## config.mk

```make
export PLATFORM = sky130hd
export DESIGN_NAME = sacl_ram
export DESIGN_NICKNAME = d
export VERILOG_FILES = /design/src/sv/sacl_ram.sv
export SDC_FILE = /design/constraint.sdc
export NUM_CORES = 1
export LEC_CHECK = 0
export BUFFER_PORTS_ARGS = -buffer_cell sky130_fd_sc_hd__buf_2
export CORE_AREA = 2 2 263 265
export DETAILED_ROUTE_END_ITERATION = 16
export DIE_AREA = 0 0 265 267
export PLACE_DENSITY_LB_ADDON = 0.2
export SYNTH_ARGS = -nofsm -noshare
export SYNTH_HDL_FRONTEND = slang
export SYNTH_SLANG_ARGS = --single-unit
```

## constraint.sdc

```tcl
create_clock -name clock -period 3.9 [get_ports clock]
set_input_delay 0.78 -clock clock [delete_from_list [all_inputs] [get_ports clock]]
set_output_delay 0.78 -clock clock [all_outputs]
set_load 0.05 [all_outputs]
```

## src/sv/sacl_ram.sv

```systemverilog
// ----------------------------------------------------------------------------
// sacl_ram
// Generic single-port-write, single-port-read RAM with registered read data.
// ----------------------------------------------------------------------------
module sacl_ram #(
   parameter int WIDTH = 8,
   parameter int DEPTH = 64
) (
   input  logic                                     clock,
   input  logic                                     wr_en,
   input  logic [(DEPTH > 1 ? $clog2(DEPTH) : 1)-1:0] wr_addr,
   input  logic [WIDTH-1:0]                         wr_data,
   input  logic                                     rd_en,
   input  logic [(DEPTH > 1 ? $clog2(DEPTH) : 1)-1:0] rd_addr,
   output logic [WIDTH-1:0]                         rd_data
);

   logic [WIDTH-1:0] mem [DEPTH];
   logic [WIDTH-1:0] rd_data_ff;

   always_ff @(posedge clock) begin
      if (wr_en) begin
         mem[wr_addr] <= wr_data;
      end
      if (rd_en) begin
         rd_data_ff <= mem[rd_addr];
      end
   end

   assign rd_data = rd_data_ff;

endmodule
```

==> Word-level counts from Yosys, hierarchy flattened <==
Memories as Yosys holds them, arrays and structs flattened. A register that Yosys moved wholly into a read port is not among the register bits.
Index checks and enable logic that the tools add are counted.
Widths: inputs -> output; s select.
{ "totals": {"wordCells": 3, "ramBits": 512, "inputBits": 23, "out_inout_bits": 8, "register_bits": 0, "mem_count": 1} }
{ "op_classes": {"muxes": 2} }
{ "mem_list": {"columns": ["memory", "words", "width", "read_ports", "rd_ports_with_merged_regs", "wr", "line", "text"], "rows": [
  ["mem", 64, 8, 1, 1, 1, "18", "logic [WIDTH-1:0] mem [DEPTH];"]
]} }
{ "op_table": {"columns": ["operator", "count"], "rows": [
  ["$mux 1", 2]
]} }

==> Depth between registers and ports, before layout <==
Gate-level depths: netlist of the first run.
{ "logic_depth": {"depth_word": 2, "ltp_mapped": 9, "mapped_depth_nobuf": 5} }

==> Least setup slack after synthesis of the first run <==
OpenSTA, ideal clock, no wires.
{ "synth_path": {"kind": "input-to-reg", "start": "input rd_addr[1] (netlist name)", "end": "register rd_data_ff[3] (netlist: rd_data[3]) (read register of mem) (data pin)", "required_ps": 3634, "slack_ps": 1314, "stages": 7, "setup_time_ps": 266, "arrival_time_ps": 2320, "path_buffers": 3, "path_cell_list": "buf_4 > buf_2 > buf_2 > mux4_2 > mux4_2 > o21ai_1 > o41ai_1"} }
{ "synth_rtl": {"columns": ["element", "line", "text"], "rows": [
  ["start: declaration", "14", "input logic [(DEPTH > 1 ? $clog2(DEPTH) : 1)-1:0] rd_addr,"],
  ["end: declaration", "19", "logic [WIDTH-1:0] rd_data_ff;"]
]} }

==> results of run 1 <==
area by class of cell:
type,instances,area [um2],share of cell area (%)
Tap cell,882,1100,4.64
Sequential cell,520,15600,65.7
Multi-Input combinational cell,369,4320,18.2
Antenna cell,1,2.50,0.0105
Clock inverter,32,305,1.28
Clock buffer,67,1420,5.98
Timing Repair Buffer,128,1010,4.26
where the power goes:
group / switching [mW] / leakage [nW] / internal (mW)
registers: 0.0207 / 4.69 / 6.20
logic: 0.403 / 1.95 / 0.234
clock network: 2.09 / 0.846 / 2.97
routing by layer:
metal	up-vias	wire, um	part of all wire, %
li1	4203	-	-
met1	5269	22900	45
met2	247	24400	48
met3	73	2640	5.2
met4	6	1020	2.0
met5	-	29	0.057
Yosys cell counts, types with 6 or more instances:
| master | count |
|---|---|
| sky130_fd_sc_hd__edfxtp_1 | 520 |
| sky130_fd_sc_hd__mux4_2 | 126 |
| sky130_fd_sc_hd__nor2_1 | 83 |
| sky130_fd_sc_hd__mux2i_1 | 23 |
| sky130_fd_sc_hd__nand2_1 | 19 |
| sky130_fd_sc_hd__clkbuf_1 | 17 |
| sky130_fd_sc_hd__nor2b_1 | 14 |
| sky130_fd_sc_hd__buf_4 | 13 |
| sky130_fd_sc_hd__mux2_2 | 13 |
| sky130_fd_sc_hd__nand3_1 | 13 |
| sky130_fd_sc_hd__buf_2 | 11 |
| sky130_fd_sc_hd__o221ai_1 | 8 |
| sky130_fd_sc_hd__o22ai_1 | 8 |
| sky130_fd_sc_hd__nand2b_1 | 7 |
| sky130_fd_sc_hd__nor3_1 | 7 |
| sky130_fd_sc_hd__a221oi_1 | 6 |
state kept, by name, summed over array words and instances, names as in the netlist:
| register | count |
|---|---|
| rd_data | 8 |
| mem | 512 |
worst paths after layout:
kind,to,slack (ps)
worst min register to register,rd_data[1]$_DFFE_PP_,930
worst max-delay path,rd_data[6]$_DFFE_PP_,1150
worst max register to register,rd_data[2]$_DFFE_PP_,1560
worst min-delay path,rd_data[2]$_DFFE_PP_,600
cell families after synthesis:
group / after synthesis / share of synthesized area [%]
flops: 520 / 77.1
compound gates: 54 / 2.06
mux: 162 / 15.9
buf+inv: 51 / 1.56
simple gates: 153 / 3.37
metrics by stage:
step / utilization [%] / std cells / total power, mW / hold slack, ps / worst slack (ps)
finish: 35.0 / 1999 / 11.9 / 597 / 1150
global route: 35.0 / 1998 / 12.3 / 571 / 1010
CTS: 35.0 / 1998 / 12.1 / 550 / 1030
detailed placement: 32.4 / 1899 / 6.99 / 922 / 389
global placement: 32.4 / 1899 / 6.99 / 912 / 367
floorplan: - / 940 / 6.68 / 797 / 1310
worst max-delay path, cell delays in order:
cell and delay (ps):
sky130_fd_sc_hd__clkbuf_8 410, sky130_fd_sc_hd__buf_12 240, sky130_fd_sc_hd__mux4_2 510, sky130_fd_sc_hd__mux2_2 290
sky130_fd_sc_hd__o221a_2 300, sky130_fd_sc_hd__nor3_1 360, sky130_fd_sc_hd__o32ai_1 160
==> impl_metrics.prom, run 1 <==
# TYPE chip_impl_metric gauge
chip_impl_metric{name="remaining_drc_errors",unit=""} 0
chip_impl_metric{name="fin_worst_skew",unit="ps"} 12.0
chip_impl_metric{name="postSynthCellCount",unit=""} 940
chip_impl_metric{name="hold_viol_final",unit=""} 0
chip_impl_metric{name="synthesis.yosys.warnings",unit=""} 0
chip_impl_metric{name="critPathMaxFanout",unit=""} 34
chip_impl_info{name="path_class",value="in2reg"} 1
chip_impl_metric{name="worst_skew_pair.late_latency",unit="ps"} 600
chip_impl_metric{name="number_of_antenna_violations_at_the_first_check_in_global_routing",unit=""} 4
chip_impl_metric{name="synth_async_sr_flop_share",unit="%"} 0
chip_impl_metric{name="nNetsFinal",unit=""} 1095
chip_impl_metric{name="grt_max_degree",unit=""} 55
chip_impl_metric{name="clock_path_buffers",unit=""} 3
chip_impl_info{name="synth_largest_area_cell",value="sky130_fd_sc_hd__edfxtp_1"} 1
chip_impl_metric{name="layout_min_cycle_time",unit="ps"} 2750
chip_impl_metric{name="p_leak",unit="nW"} 7.48
chip_impl_info{name="cts_root_buf",value="sky130_fd_sc_hd__clkbuf_16"} 1
chip_impl_metric{name="worst_ep_required_time",unit="ps"} 4220
chip_impl_info{name="startpoint_of_the_lowest_slack_register_to_register_path",value="mem[44][2]$_DFFE_PP_"} 1
chip_impl_metric{name="placed_area",unit="mm2"} 0.0220
chip_impl_info{name="layout.cells.most_common_list",value="sky130_fd_sc_hd__edfxtp_1, sky130_fd_sc_hd__mux4_2, sky130_fd_sc_hd__buf_4"} 1
chip_impl_metric{name="setup-violations-final",unit=""} 0
chip_impl_metric{name="fillerInstances",unit=""} 6318
chip_impl_metric{name="power_density",unit="mW/mm2"} 501
chip_impl_metric{name="timing.final.max_slew_violations",unit=""} 0
chip_impl_metric{name="cts_repair_resize_count",unit=""} 0
chip_impl_metric{name="clkSinkCount",unit=""} 520
chip_impl_metric{name="layout.cell_area.non_filler",unit="mm2"} 0.0238
chip_impl_metric{name="route.detailed.vias_per_inst",unit=""} 4.90
chip_impl_metric{name="maxClockFrequency",unit="MHz"} 364
chip_impl_metric{name="grt_use_total",unit="%"} 14.6
chip_impl_metric{name="synth.ff_latch_count",unit=""} 520
chip_impl_metric{name="number_of_enable_flip_flop_cells_after_synthesis",unit=""} 520
chip_impl_info{name="crit_path_start",value="rd_addr[0]"} 1
chip_impl_metric{name="synth.avg_cell_area",unit="um2"} 21.5
chip_impl_metric{name="globalRouteMet3Util",unit="%"} 3.02
chip_impl_metric{name="number_of_core_rows",unit=""} 96
chip_impl_metric{name="dpl.hpwl",unit="mm"} 32.8
chip_impl_metric{name="clk_pin_slew_worst_paths",unit="ps"} 60
chip_impl_info{name="most_common_library_cell_in_the_layout_ignoring_fill_and_taps",value="sky130_fd_sc_hd__edfxtp_1"} 1
chip_impl_metric{name="portBuffers",unit=""} 30
chip_impl_metric{name="whs_path_depth",unit=""} 1
chip_impl_info{name="top_usage_layer",value="met2"} 1
chip_impl_metric{name="synth_top_area_share",unit="%"} 77.1
chip_impl_metric{name="route.antenna.remaining_nets",unit=""} 0
chip_impl_metric{name="cap_viol_max_count",unit=""} 0
chip_impl_metric{name="detail_route.iter0.violations",unit=""} 907
chip_impl_metric{name="global_route.usage.met1",unit="%"} 20.1
chip_impl_metric{name="cts_buffers",unit=""} 53
chip_impl_metric{name="wl_per_cell",unit="um"} 25.5
chip_impl_metric{name="num_vias",unit=""} 9798
chip_impl_info{name="hold_class",value="in2reg"} 1
chip_impl_metric{name="synth.lib_cells_used.distinct",unit=""} 39
chip_impl_metric{name="tightest_slew",unit="ps"} 1150
chip_impl_metric{name="drt_first_pass_iters",unit=""} 7
chip_impl_metric{name="htree_levels",unit=""} 2
chip_impl_metric{name="mapped_nets",unit=""} 963
chip_impl_metric{name="core",unit="mm2"} 0.0680
chip_impl_metric{name="grt.overflow.total",unit=""} 0
chip_impl_info{name="startpoint_type",value="input pin"} 1
chip_impl_info{name="timing.critical_path.to_type",value="flop"} 1
chip_impl_metric{name="wl",unit="mm"} 51.0
chip_impl_metric{name="overall_die_area",unit="mm2"} 0.0708
chip_impl_metric{name="areaGrowthSynthToFinish",unit="%"} 17.4
chip_impl_metric{name="die-height",unit="um"} 267
chip_impl_metric{name="fraction_of_layout_cells_with_a_size_suffix_above_1",unit="%"} 30.9
chip_impl_metric{name="synth.yosys.seq_area_share",unit="%"} 77.1
chip_impl_metric{name="ios",unit=""} 31
chip_impl_metric{name="post-route-period-util",unit="%"} 70.5
chip_impl_info{name="hold_path.startpoint",value="rd_en"} 1
chip_impl_metric{name="vdd.ir_drop.worst",unit="uV"} 319
chip_impl_metric{name="cts_stage_hold_buffer_count",unit=""} 0
chip_impl_metric{name="gp_congestion",unit=""} 0.766
chip_impl_info{name="cts_tree",value="built"} 1
chip_impl_metric{name="worst_r2r_path_depth",unit=""} 4
chip_impl_info{name="rsz_0062_raised_after_global_routing",value="false"} 1
chip_impl_metric{name="post-cts-setup-buffer-count",unit=""} 0
chip_impl_metric{name="first_global_vias",unit=""} 10200
chip_impl_info{name="yosys-top-cells-area",value="sky130_fd_sc_hd__edfxtp_1, sky130_fd_sc_hd__mux4_2, sky130_fd_sc_hd__nor2_1"} 1
chip_impl_info{name="postSynth.topFlopCell",value="sky130_fd_sc_hd__edfxtp_1"} 1
chip_impl_info{name="status",value="complete, no violations"} 1
chip_impl_metric{name="x_dimension_of_the_die",unit="um"} 265
chip_impl_metric{name="grtUsageMet2",unit="%"} 23.6
chip_impl_metric{name="grt_first_pass_wirelength",unit="mm"} 73.8
chip_impl_metric{name="setup_tns",unit="ps"} 0
chip_impl_metric{name="worst_ep_arrival_time",unit="ps"} 3070
chip_impl_metric{name="mappedNetlistArea",unit="mm2"} 0.0202
chip_impl_metric{name="starting_density_of_the_core",unit="%"} 29.8
chip_impl_metric{name="maxSlewHeadroom",unit="%"} 23.4
(Power assumes the default switching activity.)
==> run 2: changes to the inputs <==
--- a/config.mk
+++ b/config.mk
@@ -5,10 +5,11 @@
 export SDC_FILE = /design/constraint.sdc
 export NUM_CORES = 1
 export LEC_CHECK = 0
+export ABC_AREA = 1
 export BUFFER_PORTS_ARGS = -buffer_cell sky130_fd_sc_hd__buf_2
-export CORE_AREA = 2 2 263 265
+export CORE_AREA = 2 2 271 273
 export DETAILED_ROUTE_END_ITERATION = 16
-export DIE_AREA = 0 0 265 267
+export DIE_AREA = 0 0 273 275
 export PLACE_DENSITY_LB_ADDON = 0.2
 export SYNTH_ARGS = -nofsm -noshare
 export SYNTH_HDL_FRONTEND = slang
==> constraint.sdc (replaced) <==
create_clock -name clock -period 2.84 [get_ports clock]
set_input_delay 0.568 -clock clock [delete_from_list [all_inputs] [get_ports clock]]
set_output_delay 0.568 -clock clock [all_outputs]
set_load 0.05 [all_outputs]
==> run 2 against run 1 <==
Against the previous run:
- flip-flop and latch count unchanged
- synthesized cell count up 92%
- total power rose by 40%
- worst hold slack got worse by 180 ps
- critical path type unchanged
- non-clock buffer count is 10 higher
==> impl_metrics.prom, run 2 <==
# TYPE chip_impl_metric gauge
chip_impl_info{name="hold_class",value="in2reg"} 1
chip_impl_metric{name="setup_tns",unit="ps"} 0
chip_impl_metric{name="synth.lib_cells_used.distinct",unit=""} 15
chip_impl_info{name="yosysMostFrequentCell",value="sky130_fd_sc_hd__nand2_1"} 1
chip_impl_metric{name="cts_buffers",unit=""} 57
chip_impl_info{name="layout.cells.most_common_list",value="sky130_fd_sc_hd__nand2_1, sky130_fd_sc_hd__edfxtp_1, sky130_fd_sc_hd__nand3_1"} 1
chip_impl_metric{name="synthesis.yosys.warnings",unit=""} 0
chip_impl_metric{name="synth.ff_latch_count",unit=""} 520
chip_impl_info{name="status",value="complete, no violations"} 1
chip_impl_metric{name="dpl.hpwl",unit="mm"} 35.6
chip_impl_metric{name="cts_stage_hold_buffer_count",unit=""} 0
chip_impl_metric{name="postSynthCellCount",unit=""} 1805
chip_impl_metric{name="remaining_drc_errors",unit=""} 0
chip_impl_metric{name="placed_area",unit="mm2"} 0.0230
chip_impl_metric{name="clock_path_buffers",unit=""} 3
chip_impl_info{name="rsz_0062_raised_after_global_routing",value="false"} 1
chip_impl_metric{name="cap_viol_max_count",unit=""} 0
chip_impl_metric{name="maxClockFrequency",unit="MHz"} 480
chip_impl_metric{name="synth_async_sr_flop_share",unit="%"} 0
chip_impl_metric{name="fillerInstances",unit=""} 7190
chip_impl_metric{name="critPathMaxFanout",unit=""} 9
chip_impl_metric{name="grt_use_total",unit="%"} 16.1
chip_impl_metric{name="drt_first_pass_iters",unit=""} 8
chip_impl_metric{name="synth.avg_cell_area",unit="um2"} 11.9
chip_impl_metric{name="fraction_of_layout_cells_with_a_size_suffix_above_1",unit="%"} 11.1
chip_impl_info{name="cts_tree",value="built"} 1
chip_impl_metric{name="worst_skew_pair.late_latency",unit="ps"} 610
chip_impl_metric{name="wl_per_cell",unit="um"} 20.9
chip_impl_metric{name="p_leak",unit="nW"} 8.88
chip_impl_metric{name="x_dimension_of_the_die",unit="um"} 273
chip_impl_metric{name="number_of_antenna_violations_at_the_first_check_in_global_routing",unit=""} 4
chip_impl_metric{name="layout_min_cycle_time",unit="ps"} 2090
chip_impl_metric{name="vdd.ir_drop.worst",unit="uV"} 462
chip_impl_metric{name="power_density",unit="mW/mm2"} 672
chip_impl_metric{name="tightest_slew",unit="ps"} 1340
chip_impl_metric{name="mappedNetlistArea",unit="mm2"} 0.0214
chip_impl_metric{name="wl",unit="mm"} 60.4
chip_impl_metric{name="util_after_layout",unit="%"} 34.2
chip_impl_info{name="registers.top_by_ff_count",value="mem"} 1
chip_impl_info{name="path_class",value="in2reg"} 1
chip_impl_metric{name="htree_levels",unit=""} 2
chip_impl_metric{name="ios",unit=""} 31
chip_impl_info{name="cts_root_buf",value="sky130_fd_sc_hd__clkbuf_16"} 1
chip_impl_metric{name="grt_max_degree",unit=""} 91
chip_impl_metric{name="maxSlewHeadroom",unit="%"} 10.7
chip_impl_metric{name="synth.yosys.seq_area_share",unit="%"} 72.9
chip_impl_info{name="most_common_library_cell_in_the_layout_ignoring_fill_and_taps",value="sky130_fd_sc_hd__nand2_1"} 1
chip_impl_metric{name="portBuffers",unit=""} 30
chip_impl_metric{name="fin_worst_skew",unit="ps"} 14.8
chip_impl_metric{name="grt_first_pass_wirelength",unit="mm"} 89.5
chip_impl_metric{name="critical_path.max_stage_delay",unit="ps"} 710
chip_impl_info{name="yosys-top-cells-area",value="sky130_fd_sc_hd__edfxtp_1, sky130_fd_sc_hd__nand2_1, sky130_fd_sc_hd__nand3_1"} 1
chip_impl_metric{name="die-height",unit="um"} 275
chip_impl_info{name="path_delay_family",value="simple AND/OR/NAND/NOR gates"} 1
chip_impl_metric{name="cts_repair_resize_count",unit=""} 0
chip_impl_info{name="path_cells",value="buf_2, inv_1, nand4_1, nor2_1, buf_4"} 1
chip_impl_metric{name="layout.cell_area.non_filler",unit="mm2"} 0.0248
chip_impl_metric{name="worst_ep_arrival_time",unit="ps"} 2400
chip_impl_metric{name="timing.final.max_slew_violations",unit=""} 0
chip_impl_info{name="synth_largest_area_cell",value="sky130_fd_sc_hd__edfxtp_1"} 1
chip_impl_metric{name="synth_top_area_share",unit="%"} 72.9
chip_impl_metric{name="clkSinkCount",unit=""} 520
chip_impl_metric{name="number_of_core_rows",unit=""} 99
chip_impl_metric{name="path_buf_inv",unit=""} 3
chip_impl_metric{name="setup-violations-final",unit=""} 0
chip_impl_metric{name="core",unit="mm2"} 0.0723
chip_impl_metric{name="nNetsFinal",unit=""} 1912
chip_impl_info{name="hold_path.startpoint",value="rd_en"} 1
chip_impl_metric{name="route.antenna.remaining_nets",unit=""} 0
chip_impl_metric{name="largest_register_ffs",unit=""} 512
chip_impl_metric{name="post-cts-setup-buffer-count",unit=""} 0
chip_impl_metric{name="grt.overflow.total",unit=""} 0
chip_impl_metric{name="areaGrowthSynthToFinish",unit="%"} 15.7
chip_impl_metric{name="detail_route.iter0.violations",unit=""} 1107
chip_impl_metric{name="first_global_vias",unit=""} 13300
chip_impl_metric{name="hold_viol_final",unit=""} 0
chip_impl_info{name="critical_path.slowest_cell",value="sky130_fd_sc_hd__nand4_1"} 1
chip_impl_metric{name="route.detailed.vias_per_inst",unit=""} 4.76
chip_impl_info{name="startpoint_type",value="input pin"} 1
chip_impl_info{name="crit_path_start",value="wr_addr[1]"} 1
chip_impl_metric{name="overall_die_area",unit="mm2"} 0.0751
chip_impl_info{name="postSynth.topFlopCell",value="sky130_fd_sc_hd__edfxtp_1"} 1
chip_impl_metric{name="mapped_nets",unit=""} 1828
chip_impl_info{name="post_synth_most_frequent_cells",value="sky130_fd_sc_hd__nand2_1, sky130_fd_sc_hd__edfxtp_1, sky130_fd_sc_hd__nand3_1"} 1
chip_impl_metric{name="worst_ep_required_time",unit="ps"} 3150
chip_impl_metric{name="gp_congestion",unit=""} 0.793
chip_impl_info{name="timing.critical_path.to_type",value="flop"} 1
chip_impl_metric{name="num_vias",unit=""} 13800
chip_impl_metric{name="post-route-period-util",unit="%"} 73.4
chip_impl_metric{name="clk_pin_slew_worst_paths",unit="ps"} 50
chip_impl_metric{name="number_of_enable_flip_flop_cells_after_synthesis",unit=""} 520
chip_impl_info{name="startpoint_of_the_lowest_slack_register_to_register_path",value="mem[33][7]$_DFFE_PP_"} 1
chip_impl_metric{name="starting_density_of_the_core",unit="%"} 29.6
run 2: worst reg2reg max path, cell delays in order (launching register included):
cell                       delay (ps)
sky130_fd_sc_hd__edfxtp_1         350
sky130_fd_sc_hd__nand2_1           70
sky130_fd_sc_hd__nand3_1          150
sky130_fd_sc_hd__nand3_1          130
sky130_fd_sc_hd__nand2_1           90
sky130_fd_sc_hd__nand2_1           80
sky130_fd_sc_hd__nand3_1          210
sky130_fd_sc_hd__nand3_1          200
sky130_fd_sc_hd__nand2_1           80
run 2: path summary, 6_finish.rpt:
path,endpoint,slack (ps),cells after the start
hold reg to reg,rd_data[4]$_DFFE_PP_,930,8
hold / removal,rd_data[1]$_DFFE_PP_,420,1
setup / recovery,mem[61][3]$_DFFE_PP_,750,5
setup reg to reg,rd_data[7]$_DFFE_PP_,1240,8
run 2: metal layers:
| metal | global-route usage [%] | vias up | part of all wire, % |
|---|---|---|---|
| li1 | - | 6533 | - |
| met1 | 23.7 | 6767 | 47 |
| met2 | 24.4 | 375 | 44 |
| met3 | 2.97 | 86 | 6.1 |
| met4 | 4.24 | 8 | 2.0 |
| met5 | 0 | - | 0.076 |
run 2: per-stage QoR:
step / hold slack, ps / total power, mW / setup slack (ps) / instances
floorplan: 667 / 9.32 / 506 / 1805
global placement: 893 / 9.80 / 145 / 2789
detailed placement: 929 / 9.80 / 130 / 2789
CTS: 362 / 16.8 / 778 / 2893
global route: 389 / 17.2 / 744 / 2893
finish: 418 / 16.6 / 755 / 2895
run 2: cell families (layout without fill, tap and decap cells):
kind of cell	after synthesis	after routing	share of synthesized area (%)
AND/OR/NAND/NOR	1160	1160	23.1
flip-flops	520	520	72.9
buffers and inverters	125	254	4.01
other	0	2	0
run 2: power breakdown:
part	internal, mW	switching, mW
registers	8.51	0.0205
logic	0.278	0.817
clock network	4.04	2.97
total	12.8	3.81
run 2: area by class of cell:
type,count,area (um2),area share (%)
timing repair buffer,138,1210,4.88
clock inverter,29,208,0.838
antenna,2,5.00,0.0202
tap,959,1200,4.84
multi-input combinational,1160,4950,20.0
clock buffer,75,1540,6.20
inverter,12,55.1,0.222
sequential,520,15600,63.0
==> run 3: changes to the inputs <==
==> constraint.sdc (replaced) <==
create_clock -name clock -period 2.14 [get_ports clock]
set_input_delay 0.428 -clock clock [delete_from_list [all_inputs] [get_ports clock]]
set_output_delay 0.428 -clock clock [all_outputs]
set_load 0.05 [all_outputs]
==> run 3 against run 2 <==
Against the previous run:
- wire length decreased by 2.1%
- global-route usage shrank 0.30 points
- non-clock buffer count rose by 16
- final area up 0.16%
- utilization grew 0.055 points
- clock power rose by 25%
- sequential share of layout area is 0.10 points lower
- critical endpoint is now rd_data[2]
- largest power group unchanged
- highest routed layer unchanged
==> impl_metrics.prom, run 3 (synthesis results as in run 2) <==
# TYPE chip_impl_metric gauge
chip_impl_info{name="status",value="complete, no violations"} 1
chip_impl_metric{name="dpl.hpwl",unit="mm"} 35.4
chip_impl_metric{name="share_seq_of_total_power",unit="%"} 52.4
chip_impl_info{name="path_delay_family",value="flip-flops"} 1
chip_impl_metric{name="cell_internal_pwr",unit="mW"} 16.6
chip_impl_metric{name="power_density",unit="mW/mm2"} 870
chip_impl_metric{name="clock_path_buffers",unit=""} 3
chip_impl_metric{name="cap_viol_max_count",unit=""} 0
chip_impl_metric{name="timing.final.max_slew_violations",unit=""} 0
chip_impl_metric{name="grt_max_degree",unit=""} 101
chip_impl_info{name="path_cells",value="buf_2"} 1
chip_impl_metric{name="antenna_cells",unit=""} 0
chip_impl_metric{name="path_buf_inv",unit=""} 1
chip_impl_metric{name="wl_per_cell",unit="um"} 20.3
chip_impl_info{name="layout.cells.most_common_list",value="sky130_fd_sc_hd__nand2_1, sky130_fd_sc_hd__edfxtp_1, sky130_fd_sc_hd__nand3_1"} 1
chip_impl_info{name="hold_class",value="in2reg"} 1
chip_impl_metric{name="dp.cells",unit=""} 2805
chip_impl_info{name="cts_root_buf",value="sky130_fd_sc_hd__clkbuf_16"} 1
chip_impl_info{name="path_class",value="reg2out"} 1
chip_impl_metric{name="largest_register_ffs",unit=""} 512
chip_impl_metric{name="drt_first_pass_iters",unit=""} 5
chip_impl_metric{name="route.antenna.remaining_nets",unit=""} 0
chip_impl_metric{name="first_global_vias",unit=""} 13600
chip_impl_metric{name="fin_worst_skew",unit="ps"} 17.8
chip_impl_metric{name="grt_use_total",unit="%"} 15.8
chip_impl_metric{name="route.detailed.vias_per_inst",unit=""} 4.77
chip_impl_info{name="timing.critical_path.to_type",value="output pin"} 1
chip_impl_metric{name="grt.overflow.total",unit=""} 0
chip_impl_metric{name="wl",unit="mm"} 59.1
chip_impl_metric{name="power.combinational.fraction",unit="%"} 6.9
chip_impl_metric{name="areaGrowthSynthToFinish",unit="%"} 15.9
chip_impl_metric{name="worst_ep_required_time",unit="ps"} 1710
chip_impl_metric{name="critPathMaxFanout",unit=""} 1
chip_impl_metric{name="post_layout_nonfiller_instances",unit=""} 2907
chip_impl_metric{name="layout_min_cycle_time",unit="ps"} 1870
chip_impl_metric{name="grt_first_pass_wirelength",unit="mm"} 89.0
chip_impl_metric{name="die-height",unit="um"} 275
chip_impl_metric{name="post-route-period-util",unit="%"} 87.5
chip_impl_info{name="cts_tree",value="built"} 1
chip_impl_metric{name="tightest_slew",unit="ps"} 532
chip_impl_metric{name="nNetsFinal",unit=""} 1926
chip_impl_info{name="startpoint_type",value="flop"} 1
chip_impl_metric{name="overall_die_area",unit="mm2"} 0.0751
chip_impl_metric{name="pre_cts_ws",unit="ps"} -72.2
chip_impl_metric{name="worst_ep_arrival_time",unit="ps"} 1440
chip_impl_metric{name="p_leak",unit="nW"} 8.92
chip_impl_info{name="most_common_library_cell_in_the_layout_ignoring_fill_and_taps",value="sky130_fd_sc_hd__nand2_1"} 1
chip_impl_metric{name="detail_route.iter0.violations",unit=""} 1264
chip_impl_metric{name="cts_buffers",unit=""} 55
chip_impl_metric{name="vdd.ir_drop.worst",unit="uV"} 562
chip_impl_metric{name="number_of_antenna_violations_at_the_first_check_in_global_routing",unit=""} 4
chip_impl_metric{name="fraction_of_layout_cells_with_a_size_suffix_above_1",unit="%"} 11.7
chip_impl_metric{name="setup-violations-final",unit=""} 0
chip_impl_metric{name="maxClockFrequency",unit="MHz"} 534
chip_impl_info{name="rsz_0062_raised_after_global_routing",value="false"} 1
chip_impl_metric{name="worst_skew_pair.late_latency",unit="ps"} 600
chip_impl_metric{name="sw_frac_of_total",unit="%"} 23.3
chip_impl_metric{name="ios",unit=""} 31
chip_impl_metric{name="p_clk_share",unit="%"} 40.7
chip_impl_metric{name="cts_repair_resize_count",unit=""} 0
chip_impl_metric{name="post-cts-setup-buffer-count",unit=""} 0
chip_impl_metric{name="gp_congestion",unit=""} 0.808
chip_impl_metric{name="htree_levels",unit=""} 2
chip_impl_metric{name="num_vias",unit=""} 13900
chip_impl_info{name="critical_path.slowest_cell",value="sky130_fd_sc_hd__edfxtp_1"} 1
chip_impl_metric{name="cts_stage_hold_buffer_count",unit=""} 0
chip_impl_metric{name="maxSlewHeadroom",unit="%"} 64.5
chip_impl_info{name="registers.top_by_ff_count",value="mem"} 1
chip_impl_metric{name="total_switching_power",unit="mW"} 5.04
chip_impl_metric{name="critical_path.max_stage_delay",unit="ps"} 510
chip_impl_metric{name="portBuffers",unit=""} 30
chip_impl_metric{name="starting_density_of_the_core",unit="%"} 29.6
chip_impl_metric{name="util_after_layout",unit="%"} 34.3
chip_impl_metric{name="clkSinkCount",unit=""} 520
chip_impl_metric{name="x_dimension_of_the_die",unit="um"} 273
chip_impl_metric{name="hold_viol_final",unit=""} 0
chip_impl_metric{name="fin_ws",unit="ps"} 268
chip_impl_metric{name="clk_pin_slew_worst_paths",unit="ps"} 60
chip_impl_metric{name="number_of_core_rows",unit=""} 99
chip_impl_metric{name="remaining_drc_errors",unit=""} 0
chip_impl_metric{name="core",unit="mm2"} 0.0723
run 3: stage by stage:
stage | total power, mW | cell area (um2) | setup TNS (ps) | hold WS [ps]
after floorplan | 12.4 | 21400 | -3460 | 527
after global placement | 13.0 | 23200 | -98.9 | 877
after detailed placement | 13.0 | 23200 | -163 | 870
after CTS | 21.8 | 24800 | 0 | 228
after global routing | 22.4 | 24800 | 0 | 241
final | 21.6 | 24800 | 0 | 274
run 3: path summary, 6_finish.rpt:
kind                                              to  depth (start not counted)                  from  slack [ps]
worst max register to register  rd_data[3]$_DFFE_PP_                          8  mem[25][3]$_DFFE_PP_         510
worst max-delay path                      rd_data[2]                          1  rd_data[2]$_DFFE_PP_         270
worst min-delay path            rd_data[2]$_DFFE_PP_                          1                 rd_en         270
worst min register to register  rd_data[1]$_DFFE_PP_                          8  mem[46][1]$_DFFE_PP_         900
run 3: power groups by stage:
stage | clock network [mW] | registers [mW] | logic [mW]
after global routing | 9.40 | 11.3 | 1.63
after floorplan | 0 | 11.6 | 0.793
after detailed placement | 0 | 11.5 | 1.50
final | 8.78 | 11.3 | 1.49
after global placement | 0 | 11.5 | 1.50
after CTS | 9.01 | 11.3 | 1.50
run 3: final cells by class:
type | instances | area (um2)
clock buffer | 76 | 1500
clock inverter | 26 | 121
fill | 7221 | 47500
inverter | 12 | 55.1
multi-input combinational | 1160 | 4950
sequential | 520 | 15600
tap | 959 | 1200
timing repair buffer | 154 | 1380
run 3: routing by layer:
metal / part of all wire [%] / track usage, % / up-vias
met2: 44 / 24.2 / 406
li1: - / - / 6556
met3: 7.2 / 3.37 / 84
met4: 1.8 / 3.83 / 6
met5: 0.059 / 0 / -
met1: 47 / 22.9 / 6825
